===== config.mk =====
export PLATFORM = sky130hd
export DESIGN_NAME = touch_sample_to_screen_point_core
export DESIGN_NICKNAME = d
export VERILOG_FILES = /design/src/sv/tssp_pkg.sv /design/src/sv/tssp_prep.sv /design/src/sv/tssp_cell.sv /design/src/sv/tssp_finish.sv /design/src/sv/touch_sample_to_screen_point_core.sv
export SDC_FILE = /design/constraint.sdc
export NUM_CORES = 2
export LEC_CHECK = 0
export BUFFER_PORTS_ARGS = -buffer_cell sky130_fd_sc_hd__buf_2
export CAP_MARGIN = 20
export CORE_MARGIN = 4
export CORE_UTILIZATION = 45
export CTS_CLUSTER_SIZE = 30
export DETAILED_ROUTE_END_ITERATION = 8
export PLACE_DENSITY = 0.64
export SLEW_MARGIN = 30
export SYNTH_ARGS = -nofsm -noshare
export SYNTH_HDL_FRONTEND = slang
export SYNTH_SLANG_ARGS = --single-unit

===== constraint.sdc =====
create_clock -name clk -period 19.88 [get_ports clk]
set_clock_uncertainty 0.05 [all_clocks]
set_input_delay 2.982 -clock clk [delete_from_list [all_inputs] [get_ports clk]]
set_output_delay 2.982 -clock clk [all_outputs]
set_load 0.02 [all_outputs]

===== src/sv/tssp_pkg.sv =====
// ----------------------------------------------------------------------------
// tssp_pkg
// Types, constants and codes shared by the touch sample to screen point core.
// ----------------------------------------------------------------------------
package tssp_pkg;

  localparam int SAMPLE_W = 12;
  localparam int COORD_W  = 11;
  localparam int SUM_W    = SAMPLE_W + 2;
  localparam int NUM_W    = SAMPLE_W + COORD_W;
  localparam int DIV_STEPS = COORD_W;
  localparam int RECIP_W  = 16;
  localparam int RECIP_SH = 17;
  localparam int CFG_IDX_W = 3;

  // floor(n/3) == (n * 43691) >> 17 for n < 2^15
  localparam logic [RECIP_W-1:0] RECIP3 = 16'd43691;

  localparam int DEF_SCREEN_WIDTH  = 320;
  localparam int DEF_SCREEN_HEIGHT = 240;

  localparam logic [SAMPLE_W-1:0] RST_RAW_LEFT   = 12'd3800;
  localparam logic [SAMPLE_W-1:0] RST_RAW_RIGHT  = 12'd300;
  localparam logic [SAMPLE_W-1:0] RST_RAW_TOP    = 12'd3800;
  localparam logic [SAMPLE_W-1:0] RST_RAW_BOTTOM = 12'd300;
  localparam logic [COORD_W-1:0]  RST_ANCHOR_LOW    = 11'd0;
  localparam logic [COORD_W-1:0]  RST_ANCHOR_HIGH_X = 11'd319;
  localparam logic [COORD_W-1:0]  RST_ANCHOR_HIGH_Y = 11'd239;
  localparam logic [SAMPLE_W-1:0] RST_TOUCH_LEVEL = 12'd100;

  typedef enum logic [CFG_IDX_W-1:0] {
    REG_RAW_LEFT        = 3'd0,
    REG_RAW_RIGHT       = 3'd1,
    REG_RAW_TOP         = 3'd2,
    REG_RAW_BOTTOM      = 3'd3,
    REG_ANCHOR_LOW      = 3'd4,
    REG_ANCHOR_HIGH_X   = 3'd5,
    REG_ANCHOR_HIGH_Y   = 3'd6,
    REG_TOUCH_LEVEL     = 3'd7
  } cfg_reg_e;

  typedef enum logic [1:0] {
    MAP_LO_OUT = 2'd0,
    MAP_HI_OUT = 2'd1,
    MAP_DIV    = 2'd2
  } map_sel_e;

  typedef struct packed {
    logic [SAMPLE_W-1:0] pressure_sample;
    logic [SAMPLE_W-1:0] x_sample_a;
    logic [SAMPLE_W-1:0] x_sample_b;
    logic [SAMPLE_W-1:0] x_sample_c;
    logic [SAMPLE_W-1:0] y_sample_a;
    logic [SAMPLE_W-1:0] y_sample_b;
    logic [SAMPLE_W-1:0] y_sample_c;
  } sample_t;

  typedef struct packed {
    logic               pressed;
    logic [COORD_W-1:0] screen_x;
    logic [COORD_W-1:0] screen_y;
  } point_t;

  typedef struct packed {
    logic [SAMPLE_W-1:0] raw_left;
    logic [SAMPLE_W-1:0] raw_right;
    logic [SAMPLE_W-1:0] raw_top;
    logic [SAMPLE_W-1:0] raw_bottom;
    logic [COORD_W-1:0]  anchor_low;
    logic [COORD_W-1:0]  anchor_high_x;
    logic [COORD_W-1:0]  anchor_high_y;
    logic [SAMPLE_W-1:0] touch_level;
  } cfg_t;

  typedef struct packed {
    map_sel_e           sel;
    logic               neg;
    logic [NUM_W-1:0]   rem;
    logic [NUM_W-1:0]   dvs;
    logic [COORD_W-1:0] quot;
  } axis_work_t;

  typedef struct packed {
    logic       pressed;
    axis_work_t x;
    axis_work_t y;
  } work_t;

endpackage


===== src/sv/tssp_prep.sv =====
// ----------------------------------------------------------------------------
// tssp_prep
// Pressure test, three-sample averages and setup of the anchored divide.
// ----------------------------------------------------------------------------
module tssp_prep import tssp_pkg::*; (
  input  logic    clk,
  input  logic    rst,
  input  cfg_t    cfg,
  input  logic    up_valid,
  output logic    up_stall,
  input  sample_t up_sample,
  output logic    dn_valid,
  input  logic    dn_stall,
  output work_t   dn_work
);

  logic v1, v2, v3;
  logic hold1, hold2, hold3;
  logic                pressed1, pressed2;
  logic [SUM_W-1:0]    sum_x1, sum_y1;
  logic [SAMPLE_W-1:0] avg_x2, avg_y2;
  logic [SUM_W+RECIP_W-1:0] prod_x, prod_y;
  work_t work3;

  function automatic axis_work_t axis_setup(
    input logic [SAMPLE_W-1:0] v,
    input logic [SAMPLE_W-1:0] hi_raw,
    input logic [SAMPLE_W-1:0] lo_raw,
    input logic [COORD_W-1:0]  lo_out,
    input logic [COORD_W-1:0]  hi_out
  );
    axis_work_t          w;
    logic [SAMPLE_W-1:0] hv;
    logic [SAMPLE_W-1:0] span;
    logic [COORD_W-1:0]  dout;
    hv   = hi_raw - v;
    span = hi_raw - lo_raw;
    dout = (hi_out >= lo_out) ? (hi_out - lo_out) : (lo_out - hi_out);
    if (v >= hi_raw) begin
      w.sel = MAP_LO_OUT;
    end else if (v <= lo_raw) begin
      w.sel = MAP_HI_OUT;
    end else begin
      w.sel = MAP_DIV;
    end
    w.neg  = hi_out < lo_out;
    w.rem  = NUM_W'(hv) * NUM_W'(dout);
    w.dvs  = {1'b0, span, {(COORD_W-1){1'b0}}};
    w.quot = '0;
    return w;
  endfunction

  assign hold3    = v3 && dn_stall;
  assign hold2    = v2 && hold3;
  assign hold1    = v1 && hold2;
  assign up_stall = hold1;

  assign prod_x = (SUM_W+RECIP_W)'(sum_x1) * (SUM_W+RECIP_W)'(RECIP3);
  assign prod_y = (SUM_W+RECIP_W)'(sum_y1) * (SUM_W+RECIP_W)'(RECIP3);

  always_ff @(posedge clk) begin
    if (rst) begin
      v1 <= 1'b0;
      v2 <= 1'b0;
      v3 <= 1'b0;
    end else begin
      if (!hold1) v1 <= up_valid;
      if (!hold2) v2 <= v1;
      if (!hold3) v3 <= v2;
    end
  end

  always_ff @(posedge clk) begin
    if (!hold1 && up_valid) begin
      pressed1 <= up_sample.pressure_sample >= cfg.touch_level;
      sum_x1 <= SUM_W'(up_sample.x_sample_a) + SUM_W'(up_sample.x_sample_b)
              + SUM_W'(up_sample.x_sample_c);
      sum_y1 <= SUM_W'(up_sample.y_sample_a) + SUM_W'(up_sample.y_sample_b)
              + SUM_W'(up_sample.y_sample_c);
    end
    if (!hold2 && v1) begin
      pressed2 <= pressed1;
      avg_x2   <= prod_x[RECIP_SH +: SAMPLE_W];
      avg_y2   <= prod_y[RECIP_SH +: SAMPLE_W];
    end
    if (!hold3 && v2) begin
      work3.pressed <= pressed2;
      work3.x <= axis_setup(avg_y2, cfg.raw_left, cfg.raw_right,
                            cfg.anchor_low, cfg.anchor_high_x);
      work3.y <= axis_setup(avg_x2, cfg.raw_top, cfg.raw_bottom,
                            cfg.anchor_low, cfg.anchor_high_y);
    end
  end

  assign dn_valid = v3;
  assign dn_work  = work3;

endmodule


===== src/sv/tssp_cell.sv =====
// ----------------------------------------------------------------------------
// tssp_cell
// One restoring divide step for both axes; one quotient bit per cell.
// ----------------------------------------------------------------------------
module tssp_cell import tssp_pkg::*; (
  input  logic  clk,
  input  logic  rst,
  input  logic  up_valid,
  output logic  up_stall,
  input  work_t up_work,
  output logic  dn_valid,
  input  logic  dn_stall,
  output work_t dn_work
);

  logic  valid;
  work_t work;
  work_t work_next;

  function automatic axis_work_t div_step(input axis_work_t w);
    axis_work_t r;
    logic       ge;
    r  = w;
    ge = w.rem >= w.dvs;
    if (ge) r.rem = w.rem - w.dvs;
    r.quot = {w.quot[COORD_W-2:0], ge};
    r.dvs  = w.dvs >> 1;
    return r;
  endfunction

  assign up_stall = valid && dn_stall;

  always_comb begin
    work_next         = up_work;
    work_next.x       = div_step(up_work.x);
    work_next.y       = div_step(up_work.y);
  end

  always_ff @(posedge clk) begin
    if (rst) begin
      valid <= 1'b0;
    end else if (!up_stall) begin
      valid <= up_valid;
    end
  end

  always_ff @(posedge clk) begin
    if (!up_stall && up_valid) work <= work_next;
  end

  assign dn_valid = valid;
  assign dn_work  = work;

endmodule


===== src/sv/tssp_finish.sv =====
// ----------------------------------------------------------------------------
// tssp_finish
// Applies sign and low anchor, clamps divided results to the screen and holds the result.
// ----------------------------------------------------------------------------
module tssp_finish import tssp_pkg::*; #(
  parameter int SCREEN_WIDTH  = DEF_SCREEN_WIDTH,
  parameter int SCREEN_HEIGHT = DEF_SCREEN_HEIGHT
) (
  input  logic   clk,
  input  logic   rst,
  input  cfg_t   cfg,
  input  logic   up_valid,
  output logic   up_stall,
  input  work_t  up_work,
  output logic   point_valid,
  input  logic   point_stall,
  output point_t point
);

  localparam logic [COORD_W-1:0] LIM_X = COORD_W'(SCREEN_WIDTH - 1);
  localparam logic [COORD_W-1:0] LIM_Y = COORD_W'(SCREEN_HEIGHT - 1);

  logic   valid;
  point_t res;
  point_t res_next;

  function automatic logic [COORD_W-1:0] axis_finish(
    input axis_work_t          w,
    input logic [COORD_W-1:0]  lo_out,
    input logic [COORD_W-1:0]  hi_out,
    input logic [COORD_W-1:0]  lim
  );
    logic signed [COORD_W+1:0] q;
    logic signed [COORD_W+1:0] val;
    logic [COORD_W-1:0]        r;
    q   = $signed({2'b00, w.quot});
    val = $signed({2'b00, lo_out}) + (w.neg ? -q : q);
    unique case (w.sel)
      MAP_LO_OUT: r = lo_out;
      MAP_HI_OUT: r = hi_out;
      MAP_DIV: begin
        if (val < 0) begin
          r = '0;
        end else if (val > $signed({2'b00, lim})) begin
          r = lim;
        end else begin
          r = val[COORD_W-1:0];
        end
      end
      default: r = '0;
    endcase
    return r;
  endfunction

  assign up_stall = valid && point_stall;

  always_comb begin
    res_next.pressed = up_work.pressed;
    res_next.screen_x = '0;
    res_next.screen_y = '0;
    if (up_work.pressed) begin
      res_next.screen_x = axis_finish(up_work.x, cfg.anchor_low, cfg.anchor_high_x, LIM_X);
      res_next.screen_y = axis_finish(up_work.y, cfg.anchor_low, cfg.anchor_high_y, LIM_Y);
    end
  end

  always_ff @(posedge clk) begin
    if (rst) begin
      valid <= 1'b0;
    end else if (!up_stall) begin
      valid <= up_valid;
    end
  end

  always_ff @(posedge clk) begin
    if (!up_stall && up_valid) res <= res_next;
  end

  assign point_valid = valid;
  assign point       = res;

`ifndef SYNTHESIS
  a_idle_zero: assert property (@(posedge clk) disable iff (rst)
    valid && !res.pressed |-> res.screen_x == '0 && res.screen_y == '0)
    else $error("not-pressed result carries a coordinate");

  a_x_clamped: assert property (@(posedge clk) disable iff (rst)
    !up_stall && up_valid && up_work.pressed && up_work.x.sel == MAP_DIV
    |=> res.screen_x <= LIM_X)
    else $error("screen_x beyond screen width");

  a_y_clamped: assert property (@(posedge clk) disable iff (rst)
    !up_stall && up_valid && up_work.pressed && up_work.y.sel == MAP_DIV
    |=> res.screen_y <= LIM_Y)
    else $error("screen_y beyond screen height");
`endif

endmodule


===== src/sv/touch_sample_to_screen_point_core.sv =====
// ----------------------------------------------------------------------------
// touch_sample_to_screen_point_core
// Maps one set of touch conversions to a pressed flag and a screen point.
// ----------------------------------------------------------------------------
//  channel   handshake                  payload
//  sample    sample_valid/sample_stall  sample_t (pressure, 3x X, 3x Y)
//  point     point_valid/point_stall    point_t (pressed, screen_x, screen_y)
//  config    cfg_write                  cfg_index, cfg_data
//
//  One request per cycle sustained while point_stall is low; a result passes
//  through 3 prep stages, 11 divide cells and 1 output register.
//  The divide chain produces one quotient bit per cell.
//  rst is synchronous; it clears stage valids and loads config defaults.
//  A stall only holds stages that are full, so bubbles close up behind it.
// ----------------------------------------------------------------------------
module touch_sample_to_screen_point_core import tssp_pkg::*; #(
  parameter int SCREEN_WIDTH  = DEF_SCREEN_WIDTH,
  parameter int SCREEN_HEIGHT = DEF_SCREEN_HEIGHT
) (
  input  logic                 clk,
  input  logic                 rst,
  input  logic                 cfg_write,
  input  logic [CFG_IDX_W-1:0] cfg_index,
  input  logic [SAMPLE_W-1:0]  cfg_data,
  input  logic                 sample_valid,
  output logic                 sample_stall,
  input  sample_t              sample,
  output logic                 point_valid,
  input  logic                 point_stall,
  output point_t               point
);

  cfg_t cfg;

  logic  c_valid [DIV_STEPS+1];
  logic  c_stall [DIV_STEPS+1];
  work_t c_work  [DIV_STEPS+1];

  always_ff @(posedge clk) begin
    if (rst) begin
      cfg.raw_left        <= RST_RAW_LEFT;
      cfg.raw_right       <= RST_RAW_RIGHT;
      cfg.raw_top         <= RST_RAW_TOP;
      cfg.raw_bottom      <= RST_RAW_BOTTOM;
      cfg.anchor_low      <= RST_ANCHOR_LOW;
      cfg.anchor_high_x   <= RST_ANCHOR_HIGH_X;
      cfg.anchor_high_y   <= RST_ANCHOR_HIGH_Y;
      cfg.touch_level     <= RST_TOUCH_LEVEL;
    end else if (cfg_write) begin
      unique case (cfg_reg_e'(cfg_index))
        REG_RAW_LEFT:        cfg.raw_left        <= cfg_data;
        REG_RAW_RIGHT:       cfg.raw_right       <= cfg_data;
        REG_RAW_TOP:         cfg.raw_top         <= cfg_data;
        REG_RAW_BOTTOM:      cfg.raw_bottom      <= cfg_data;
        REG_ANCHOR_LOW:      cfg.anchor_low      <= cfg_data[COORD_W-1:0];
        REG_ANCHOR_HIGH_X:   cfg.anchor_high_x   <= cfg_data[COORD_W-1:0];
        REG_ANCHOR_HIGH_Y:   cfg.anchor_high_y   <= cfg_data[COORD_W-1:0];
        REG_TOUCH_LEVEL:     cfg.touch_level     <= cfg_data;
      endcase
    end
  end

  tssp_prep u_prep (
    .clk       (clk),
    .rst       (rst),
    .cfg       (cfg),
    .up_valid  (sample_valid),
    .up_stall  (sample_stall),
    .up_sample (sample),
    .dn_valid  (c_valid[0]),
    .dn_stall  (c_stall[0]),
    .dn_work   (c_work[0])
  );

  for (genvar i = 0; i < DIV_STEPS; i++) begin : g_cell
    tssp_cell u_cell (
      .clk      (clk),
      .rst      (rst),
      .up_valid (c_valid[i]),
      .up_stall (c_stall[i]),
      .up_work  (c_work[i]),
      .dn_valid (c_valid[i+1]),
      .dn_stall (c_stall[i+1]),
      .dn_work  (c_work[i+1])
    );
  end

  tssp_finish #(
    .SCREEN_WIDTH  (SCREEN_WIDTH),
    .SCREEN_HEIGHT (SCREEN_HEIGHT)
  ) u_finish (
    .clk         (clk),
    .rst         (rst),
    .cfg         (cfg),
    .up_valid    (c_valid[DIV_STEPS]),
    .up_stall    (c_stall[DIV_STEPS]),
    .up_work     (c_work[DIV_STEPS]),
    .point_valid (point_valid),
    .point_stall (point_stall),
    .point       (point)
  );

endmodule


==> results.cfg <==
[finish]
drive_gt1_share_pct = 7.501
nNetsFinal = 8381
fin_util_pct = 49.99
fillCellCount = 14917
area_growth_pct = 10.41

[logic_synthesis]
synthArstFlopShare_pct = 0
ys_types = 98
yosysTopAreaCell = edfxtp_1
synth_fa_ha_area_share_pct = 20.99
ys_seq_area_share_pct = 44.42
synth_top_area_share_pct = 41.61
avgSynthCellArea_um2 = 10.94
synth_area_leaders = edfxtp_1 42%, ha_1 13%, fa_1 8.4%
yosys.area_share.simple_pct = 11.72
synth_top_family_by_area = adder cells
syn_area_mm2 = 0.07672
synth_flop_cell = edfxtp_1
synth_xor_area_share_pct = 4.875
synth_mux_area_share_pct = 1.569
yosysWarnings = 0
synth_fp_nets = 8212
synth_edf_count = 1063
synth_compound_area_share_pct = 11.33
ys_ff_latch = 1171
syn-instance-count = 7014

[timing]
rsz0062_at_grt = no
clock.fmax_mhz = 111.4
setup_viol = 0
tightest_slew_ns = 1.056
slew_headroom_pct = 29.07
hold_violations = 0
setup_tns_ns = 0
timing.final.max_slew_violations = 0
fin_crit_sh_pct = 45.14
layout_min_cycle_time_ns = 8.973

[run_status]
status = finished, final reports clean

[clock_network]
clk_latency_ns = 0.77
h-tree-depth = 4
cts_resized = 0
clk_pin_slew_ns = 0.06
tritoncts = done
clock_path_buffers = 3
clockRootBuffer = clkbuf_16
postCtsSetupBuffers = 0
clock_sinks = 1171
cts.hold.buffers_added = 0
cts_buffers = 132

[setup_path]
required_ns = 20.32
crit_path_end_kind = flop
crit_arrival_ns = 9.42
timing.rr.start = cfg[35]
worstPathMaxFanout = 12
crit_path_start = cfg[35]
path_class = flop to flop
worstSetupStartpointType = flop
r2r_cells = 25

[drt]
drt-pass1-iter-count = 6
vias_per_cell = 5.390
drtIter0Drc = 3295
wl_per_cell_um = 18.42
drc = 0
vias = 51327
wirelength_um = 175400
postRouteAntennaNets = 0

[global_route]
grt_antenna_before_repair = 16
grt.total_usage_pct = 19.73
overflow = 0
grt_pass1_wl_um = 280900
grt_max_degree = 74
grt_pass1_vias = 52080

[worst_hold_path]
worstHoldPathType = flop to flop
min_from = u_prep.dn_work[57]
hold_path_depth = 0

[die]
die_h_um = 420.9
die_w_um = 420.9
io-pin-count = 129
die-area_mm2 = 0.1772
rows = 151
initial_core_util_pct = 45.27
core-area_mm2 = 0.1695

[placed_design]
hpwl_um = 137600
gp_congestion = 0.9194
port_buffers = 128

[flow_run]
drv_cap = 0
[cell families after synthesis]
logic type               Yosys count
AND/OR/NAND/NOR                 1816
AO/OA/AOI/OAI                   1361
flip-flops                      1171
adder cells (fa/ha/maj)         1094
buffers and inverters           1031
XOR/XNOR                         427
multiplexers                     114
[state kept, by name, indices dropped and copies added, names as in the netlist]
register                count
u_prep.pressed2             1
u_prep.sum_x1              14
u_prep.avg_y2              12
g_cell.u_cell.dn_work     909
u_finish.point             23
u_prep.dn_work             77
u_prep.avg_x2              12
u_prep.v2                   1
u_prep.sum_y1              14
u_prep.dn_valid             1
u_prep.pressed1             1
u_finish.point_valid        1
u_prep.v1                   1
cfg                        93
g_cell.u_cell.dn_valid     11
[layout by cell type, fill, tap and decap left out, types with 33 or more instances in the layout]
cell	instances
o21bai_1	34
edfxtp_1	1063
nor2_1	451
mux2_2	49
and3_1	37
or3_1	54
buf_2	127
fa_1	322
o21ai_0	314
o21a_1	90
a31oi_1	33
nand2_1	493
or2_2	38
o31ai_1	46
nand2b_1	98
nand4_1	68
a21o_1	136
a211o_1	41
mux2i_1	64
xor2_1	181
nand3_1	82
nor4_1	69
buf_4	49
ha_1	772
xnor2_1	240
clkbuf_16	135
nor3_1	142
a21oi_1	407
nor2b_1	113
dfxtp_1	108
inv_1	883
a211oi_1	35
[final cells by class]
type                            count  area [um^2]  share of cell area (%)
Timing Repair Buffer              181         1096                   1.294
Multi-Input combinational cell   4812        38980                   46.01
Sequential cell                  1171        34080                   40.23
Antenna cell                       12        30.03                 0.03545
Clock buffer                      165         3521                   4.156
Tap cell                         2218         2775                   3.276
Clock inverter                     78        905.9                   1.069
Inverter                          885         3322                   3.921
[Yosys cell counts, drive strengths merged (64+ instances only)]
| master | n |
|---|---|
| a21o | 136 |
| a21oi | 408 |
| clkbuf | 120 |
| dfxtp | 108 |
| edfxtp | 1063 |
| fa | 322 |
| ha | 772 |
| inv | 883 |
| mux2i | 64 |
| nand2 | 494 |
| nand2b | 98 |
| nand3 | 83 |
| nand4 | 68 |
| nor2 | 453 |
| nor2b | 119 |
| nor3 | 143 |
| nor4 | 71 |
| o21a | 90 |
| o21ai | 316 |
| xnor2 | 244 |
| xor2 | 183 |
[per-layer routing]
metal,track usage (%),wire length (um),vias up
met5,0,13,-
met1,24.64,74530,24544
met3,3.045,7837,334
li1,-,-,25232
met4,6.977,6420,2
met2,34.71,86550,1215
[critical path, cell delays in order (launching register included)]
cell      delay (ns)
dfxtp_1         0.61
inv_1           0.37
ha_1            0.29
a21oi_1         0.18
o211ai_1        0.19
a221o_1         0.41
o21ai_2         0.57
mux2i_1         0.31
xor2_1          0.78
nand2_1         0.18
fa_1            0.53
fa_1            0.51
inv_1           0.05
fa_1            0.49
fa_1            0.50
inv_1           0.05
fa_1            0.48
inv_1           0.04
ha_1            0.20
or4_1           0.53
o22ai_1         0.31
o21ai_0         0.27
o211a_1         0.29
o31a_1          0.27
nor2_1          0.11
xnor2_1         0.07
[worst paths after layout]
check        slack, ns                           end
max reg2reg      10.91           u_prep.dn_work[115]
max              10.91           u_prep.dn_work[115]
min               0.35  g_cell[0].u_cell.dn_work[57]
min reg2reg       0.35  g_cell[0].u_cell.dn_work[57]
[stage by stage]
| stage | cell area, um^2 | hold slack, ns | std cells | worst slack (ns) |
|---|---|---|---|---|
| after floorplan | 76720 | 0.3503 | 7014 | 9.087 |
| final | 84710 | 0.3493 | 9522 | 10.91 |
| after global placement | 80080 | 0.3503 | 9264 | 10.75 |
| after detailed placement | 80160 | 0.3545 | 9266 | 10.97 |
| after CTS | 84590 | 0.3401 | 9509 | 10.90 |
| after global routing | 84710 | 0.3657 | 9519 | 10.35 |
Power is left out: the tool's default activity adds up to more than one toggle a clock period on the data nets, which glitch-free logic cannot reach.
